[src/sv/aenc_pkg.sv]
// shared types, byte and code point constants for the archive entry name checker
package aenc_pkg;

	localparam logic [7:0] BYTE_NUL       = 8'h00;
	localparam logic [7:0] BYTE_SPACE     = 8'h20;
	localparam logic [7:0] BYTE_DOT       = 8'h2e;
	localparam logic [7:0] BYTE_SLASH     = 8'h2f;
	localparam logic [7:0] BYTE_COLON     = 8'h3a;
	localparam logic [7:0] BYTE_BACKSLASH = 8'h5c;
	localparam logic [7:0] BYTE_DEL       = 8'h7f;
	localparam logic [7:0] LEAD2_LO       = 8'hc2;
	localparam logic [7:0] LEAD2_HI       = 8'hdf;
	localparam logic [7:0] LEAD3_LO       = 8'he0;
	localparam logic [7:0] LEAD3_HI       = 8'hef;
	localparam logic [7:0] LEAD4_LO       = 8'hf0;
	localparam logic [7:0] LEAD4_HI       = 8'hf4;

	localparam logic [1:0] CLS_TWO   = 2'd2;
	localparam logic [1:0] CLS_THREE = 2'd3;

	localparam logic [20:0] CP_MIN_3      = 21'h000800;
	localparam logic [20:0] CP_MIN_4      = 21'h010000;
	localparam logic [20:0] CP_SURR_LO    = 21'h00d800;
	localparam logic [20:0] CP_SURR_HI    = 21'h00dfff;
	localparam logic [20:0] CP_MAX        = 21'h10ffff;

	typedef struct packed {
		logic [1:0]  pend;
		logic [1:0]  cls;
		logic [20:0] acc;
	} utf8_st_t;

	typedef struct packed {
		logic seg_start;
		logic only_dots;
	} path_st_t;

	localparam utf8_st_t UTF8_RESET = '{pend: 2'd0, cls: 2'd0, acc: 21'd0};
	localparam path_st_t PATH_RESET = '{seg_start: 1'b1, only_dots: 1'b0};

endpackage

[src/sv/aenc_utf8_step.sv]
// one utf-8 decoding step: next decoder state and encoding error for a byte
module aenc_utf8_step import aenc_pkg::*; (
	input  logic [7:0] name_byte,
	input  utf8_st_t   cur,
	output utf8_st_t   nxt,
	output logic       err
);

	logic [1:0]  pend_dec;
	logic [20:0] acc_shift;

	assign pend_dec  = cur.pend - 2'd1;
	assign acc_shift = {cur.acc[14:0], name_byte[5:0]};

	always_comb begin
		nxt = cur;
		err = 1'b0;
		if (cur.pend != 2'd0) begin
			if (name_byte[7:6] != 2'b10) begin
				nxt.pend = 2'd0;
				err      = 1'b1;
			end else begin
				nxt.acc  = acc_shift;
				nxt.pend = pend_dec;
				if (pend_dec == 2'd0) begin
					nxt.cls = 2'd0;
					// overlong, surrogate and out of range checks
					if ((cur.cls == CLS_TWO && acc_shift < CP_MIN_3) ||
					    (cur.cls == CLS_THREE && acc_shift < CP_MIN_4) ||
					    (acc_shift >= CP_SURR_LO && acc_shift <= CP_SURR_HI) ||
					    acc_shift > CP_MAX)
						err = 1'b1;
				end
			end
		end else if (name_byte == BYTE_NUL) begin
			err = 1'b1;
		end else if (name_byte[7] == 1'b0) begin
			err = 1'b0;
		end else if (name_byte inside {[LEAD2_LO:LEAD2_HI]}) begin
			nxt.pend = 2'd1;
			nxt.cls  = 2'd1;
			nxt.acc  = {16'd0, name_byte[4:0]};
		end else if (name_byte inside {[LEAD3_LO:LEAD3_HI]}) begin
			nxt.pend = 2'd2;
			nxt.cls  = 2'd2;
			nxt.acc  = {17'd0, name_byte[3:0]};
		end else if (name_byte inside {[LEAD4_LO:LEAD4_HI]}) begin
			nxt.pend = 2'd3;
			nxt.cls  = 2'd3;
			nxt.acc  = {18'd0, name_byte[2:0]};
		end else begin
			err = 1'b1;
		end
	end

endmodule

[config.mk]
export PLATFORM = sky130hd
export DESIGN_NAME = aenc_utf8_step
export DESIGN_NICKNAME = d
export VERILOG_FILES = /design/src/sv/aenc_pkg.sv /design/src/sv/aenc_utf8_step.sv
export SDC_FILE = /design/constraint.sdc
export NUM_CORES = 1
export LEC_CHECK = 0
export ABC_AREA = 1
export BUFFER_PORTS_ARGS = -buffer_cell sky130_fd_sc_hd__buf_2
export CORE_UTILIZATION = 31
export DETAILED_ROUTE_END_ITERATION = 10
export PLACE_DENSITY = 0.78
export SLEW_MARGIN = 10
export SYNTH_ARGS = -nofsm -noshare
export SYNTH_HDL_FRONTEND = slang
export SYNTH_SLANG_ARGS = --single-unit
[constraint.sdc]
create_clock -name vclk -period 1.64
set_input_delay 0.164 -clock vclk [all_inputs]
set_output_delay 0.164 -clock vclk [all_outputs]
set_load 0.005 [all_outputs]
==> key figures, run 1 <==
Layout
  – Flip-flop and latch count: 0
  – Multi-input logic area: between 500 and 600 um^2
  – Fin cells: between 200 and 250
  – # clk buffers: 0
  – Filler Cell Count: a little over 200
  – P&R area growth vs syn: 56.5%
  – Fin nets: 236
  – Layout cell share with drive strength beyond 1: 35.7%
  – Register Area: 0 um^2
  – ANT cells: 0

Synth
  – Mapped Nets: between 150 and 200
  – Compound-Gate Fraction of Synth Area: between 15 and 20%
  – Cell taking the most area after synthesis: nand2_1
  – Post-Synthesis Cells: 137
  – Adder-Cell Fraction of Synth Area: 3.95%
  – Post-synthesis mux area share: around 1.6%
  – Seq/Total Area, Yosys: 0%
  – Ranking of synthesized cells by area: nand2_1 (39%), nand3_1 (9.5%), inv_1 (8.9%), nor2_1 (7.7%), o21ai_0 (7.1%)
  – Simple-Gate Fraction of Synth Area: between 60% and 70%
  – Post-Syn Area: 633 um^2
  – Synth top area share: between 30% and 40%
  – Yosys warnings: 0
  – Combinational family with the most area after synthesis: simple AND/OR/NAND/NOR gates
  – Distinct cell type count after synthesis: 20
  – Post-synthesis xor/xnor area fraction: 0%
  – Avg Synthesized Cell Area: between 4 and 5 um^2

Global route
  – First-pass GRT wire length: around 2700 um
  – Initial antenna violation count: 0
  – Via count of the first global-routing pass: about 670
  – All-Layer GR Usage: approximately 16%
  – Largest net degree at the start of global routing: 16
  – Total gr overflow: 0

Run
  – MaxCap Viol Count: 0

Timing
  – Max Freq: between 0.6 and 0.7 GHz
  – Crit share post-route: between 90% and 100%
  – RSZ-0062 raised after global routing: false
  – Max Slew Vio Count: 0
  – Final setup margin: between 0.1 and 0.15 ns
  – Rel. slew slack: slightly above 80%
  – Fin Setup TNS: 0 ns
  – Final setup viols: 0
  – Slew @ Worst Pin: about 0.27 ns
  – Minimum clock period: ~1.5 ns
  – Final-report hold violation count: 0

Detailed routing
  – Total routed wirelength: between 2000 and 2500 um
  – First-pass DRT Iterations: 4
  – Drt via density: around 4.6
  – DRT iter0 DRCs: 21
  – Vias: 1037
  – Mean routed wirelength per cell: a little under 9 um
  – Post-route ant nets: 0
  – DRC errors left: 0

Critical path
  – Required @ worst endpoint: 1.48 ns
  – Critical path class: in2out
  – CP Capture Type: output pin
  – CP arrival: ~1.4 ns
  – Startpoint Class: input pin
  – CP Max Fanout: 9

Place
  – RD Place Congestion: approximately 0.87
  – Pre-CTS setup slack: a little under 0.05 ns
  – # placed instances: about 220
  – Port Buffers: between 50 and 60
  – DP Wirelength: 1740 um

Die
  – Row count: 15
  – # IOs: between 50 and 60
  – Die height: between 40 and 50 um
  – Die ar.: 0.00223 mm^2
  – Die width: about 47 um
  – Initial Util: a little over a third
  – Core area: between 0.0015 and 0.002 mm^2

Run status
  – Outcome: completed

Power and ir drop
  – Peak VDD IR: roughly 0.11 mV
  – Power Density: roughly 260 mW/mm^2
  – Leakage Power: 0.651 nW
  – Final Power: approximately 0.00025 W

Worst hold path
  – Hold Crit Class: in2out
-- through the flow --
| step | utilization, % | hold WS, ns | instance area (um^2) |
|---|---|---|---|
| 4_1_cts | 53.3 | 0.584 | 971 |
| 3_3_place_gp | 53.3 | 0.585 | 971 |
| 2_1_floorplan | - | 0.411 | 633 |
| 6_report | 54.4 | 0.581 | 991 |
| 3_5_place_dp | 53.3 | 0.583 | 971 |
| 5_1_grt | 54.4 | 0.615 | 991 |
-- cell usage after synthesis --
library cell and number:
inv_2 1, inv_1 15, nor2_2 1, buf_6 1, a21oi_1 5, mux2i_1 1
nand2_2 2, nor3_1 1, o21ai_0 9, nand3_1 12, ha_1 2, nand3_4 1
o22ai_1 1, nand2_1 66, nand3b_1 2, a21oi_4 1, o211ai_1 1, nor2_1 13
or2_2 1, buf_4 1
-- timing repair --
action | CTS | global route
setup endpoints to repair | 0 | 16
endpoints found under the hold margin | 0 | 0
resized for setup | 0 | 1
hold buffers | 0 | 0
setup buffers | 0 | 1
-- per-layer routing --
| layer | routed length, um | global-route usage, % | vias to the layer above |
|---|---|---|---|
| li1 | - | - | 556 |
| met1 | 936 | 24.3 | 438 |
| met2 | 927 | 27.5 | 43 |
| met3 | 138 | 0 | 0 |
| met4 | 0 | 1.14 | 0 |
| met5 | 0 | 0 | - |
-- cells in the final DEF, fill, tap and decap left out, drive strengths merged --
| master | synthesis | final |
|---|---|---|
| nand2 | 68 | 68 |
| o22ai | 1 | 1 |
| inv | 16 | 16 |
| nand3b | 2 | 2 |
| nor3 | 1 | 1 |
| o21ai | 9 | 9 |
| buf | 2 | 64 |
| a21oi | 6 | 6 |
| nand3 | 13 | 13 |
| ha | 2 | 2 |
| nor2 | 14 | 14 |
| or2 | 1 | 1 |
| o211ai | 1 | 1 |
| mux2i | 1 | 1 |
-- logic make-up after synthesis --
family | after synthesis
buffers and inverters | 18
AO/OA/AOI/OAI | 17
multiplexers | 1
AND/OR/NAND/NOR | 99
adder cells (fa/ha/maj) | 2
-- cell type report --
class | instances | share of cell area, %
Inverter | 16 | 6.06
Tap cell | 25 | 3.16
Multi-Input combinational cell | 119 | 55.9
Timing Repair Buffer | 64 | 34.8
-- path summary, 6_finish.rpt --
path / start / cells past startpoint / end
worst max-delay path: cur[23] / 10 / nxt[11]
worst min-delay path: cur[16] / 4 / nxt[16]
-- report_power, final --
group | switching [W] | internal, W
Clock | 0 | 0
Sequential | 0 | 0
Combinational | 0.000133 | 0.000121
-- worst max-delay path, stage by stage --
cell,delay [ns]
buf_2,0.11
inv_1,0.07
ha_1,0.20
inv_1,0.10
nand2_2,0.10
inv_2,0.09
or2_2,0.27
o21ai_0,0.07
a21oi_1,0.06
buf_2,0.13
No activity file was read; power rests on OpenSTA's default activity.
==> inputs of run 2 (changes only) <==
--- a/config.mk
+++ b/config.mk
@@ -10,6 +10,7 @@
 export CORE_UTILIZATION = 31
 export DETAILED_ROUTE_END_ITERATION = 10
 export PLACE_DENSITY = 0.78
+export RECOVER_POWER = 100
 export SLEW_MARGIN = 10
 export SYNTH_ARGS = -nofsm -noshare
 export SYNTH_HDL_FRONTEND = slang
==> constraint.sdc (replaced) <==
create_clock -name vclk -period 1.64
set_input_delay 0.328 -clock vclk [all_inputs]
set_output_delay 0.328 -clock vclk [all_outputs]
set_load 0.005 [all_outputs]
==> run 2 against run 1 <==
Effect of this change:
- the flow now finishes with violations (setup timing)
- final area rose by 39%
- critical path depth did not move
- hold slack improved by 0.33 ns
==> key figures, run 2 (synthesis gave the netlist of run 1 again) <==
Critical path
  – Critical path class: in2out
  – Worst Setup SP: name_byte[3]
  – CP Max Fanout: 10
  – CP cell instances: buf_8 -> nor2_4 -> nand3b_1 -> nand2_2 -> nand3_4 -> a21oi_4 -> buf_12 -> nand2_1 -> nand2_1 -> buf_2
  – CP Capture Type: output pin
  – Cell count along the critical path: 10
  – Max stage delay on crit path: roughly 0.21 ns
  – CP arrival: 1.43 ns
  – Buf/Inv on CP: 3
  – Slowest CP cell: a21oi_4
  – CP delay by family, top: simple AND/OR/NAND/NOR gates
  – Required @ worst endpoint: 1.31 ns
  – Startpoint Class: input pin
  – Crit path top cell by count: nand2_1
  – Worst setup endpoint: nxt[0]

Timing
  – Final-report hold violation count: 0
  – Final setup margin: -0.114 ns
  – Final setup viols: 21
  – Minimum clock period: between 1.5 and 2 ns
  – Slew @ Worst Pin: about 0.23 ns
  – Worst Hold Slack: between 0.9 and 1 ns
  – Max Slew Vio Count: 0
  – Crit share post-route: 107%
  – Max Freq: approximately 0.57 GHz
  – RSZ-0062 raised after global routing: true
  – Rel. slew slack: a little over four fifths
  – Fin Setup TNS: -1.78 ns

Die
  – Die ar.: ~0.0022 mm^2
  – Initial Util: 34.8%
  – Core area: 0.00182 mm^2
  – # IOs: 59
  – Die height: between 40 and 50 um
  – Die width: around 47 um
  – Row count: 15

Detailed routing
  – Drt via density: ~4.7
  – DRC errors left: 0
  – Post-route ant nets: 0
  – DRT iter0 DRCs: 22
  – Vias: 1163
  – Mean routed wirelength per cell: roughly 11 um
  – Total routed wirelength: around 2900 um
  – First-pass DRT Iterations: 4

Global route
  – Initial antenna violation count: 0
  – Largest net degree at the start of global routing: 11
  – Total gr overflow: 0
  – All-Layer GR Usage: between 20% and 30%
  – Via count of the first global-routing pass: 892
  – First-pass GRT wire length: roughly 3800 um

Layout
  – Register Area: 0 um^2
  – Commonest cells after routing, fill and taps aside: nand2_1 (61), buf_2 (50), buf_4 (29)
  – Core Util, Final: about three quarters
  – Layout cell share with drive strength beyond 1: between 50% and 60%
  – Fin nets: 262
  – ANT cells: 0
  – P&R area growth vs syn: 117%
  – Most common cell after layout, fill and taps aside: nand2_1
  – Fin cells: 250
  – # clk buffers: 0
  – Flip-flop and latch count: 0

Worst hold path
  – Hold Crit Class: in2out

Place
  – DP Wirelength: between 1500 and 2000 um
  – RD Place Congestion: just over 0.8
  – Port Buffers: between 50 and 60
  – Pre-CTS setup slack: -0.159 ns
  – # placed instances: ~250

Power and ir drop
  – Peak VDD IR: 0.150 mV
  – Leakage Power: 0.818 nW
  – Power Density: around 270 mW/mm^2

Clock tree
  – Cts hold-fix bufs: 0

Run
  – MaxCap Viol Count: 0

Run status
  – Outcome: complete, but fails checks
  – Failing checks: setup timing
run 2: cell types whose count changed in the layout (fill, tap and decap cells not counted), moves of 7 or more:
| cell | previous run | this run |
|---|---|---|
| buf_2 | 59 | 50 |
| buf_4 | 4 | 29 |
| o21ai_0 | 8 | 1 |
| buf_6 | 0 | 8 |
run 2: worst min-delay path by stage:
| stage | depth (start not counted) | end | start | slack [ns] |
|---|---|---|---|---|
| floorplan | 1 | nxt[23] | cur[23] | 0.74 |
| global placement | 4 | nxt[16] | cur[16] | 0.91 |
| detailed placement | 4 | nxt[17] | cur[17] | 0.91 |
| CTS | 4 | nxt[20] | cur[20] | 0.91 |
| global route | 4 | nxt[3] | cur[3] | 0.94 |
| finish | 4 | nxt[16] | cur[16] | 0.91 |
run 2: final cells by class:
cell class | instances | area [um^2]
multi-input cells | 119 | 666
repair buffers | 90 | 608
fillers | 155 | 445
inverters | 16 | 70.1
well taps | 25 | 31.3
run 2: per-stage QoR:
step	power (W)	cell area [um^2]
after CTS	0.000317	1240
after floorplan	0.000124	636
after global placement	0.000290	1160
final	0.000368	1380
after global routing	0.000405	1380
after detailed placement	0.000293	1160
run 2: layer usage:
metal / track usage, % / wire, um
met1: 29.4 / 1210
met2: 44.4 / 1460
met3: 0 / 139
met4: 1.71 / 53
met5: 0 / 0
run 2: power breakdown:
part           internal, W  switching, W  total [W]
registers                0             0          0
logic             0.000191      0.000177   0.000368
clock network            0             0          0
total             0.000191      0.000177   0.000368
run 2: repair_timing:
| item | CTS | global route |
|---|---|---|
| resized for setup | 22 | 40 |
| setup buffers | 2 | 2 |
| pin swaps | 1 | 2 |
| setup endpoints to repair | 21 | 25 |
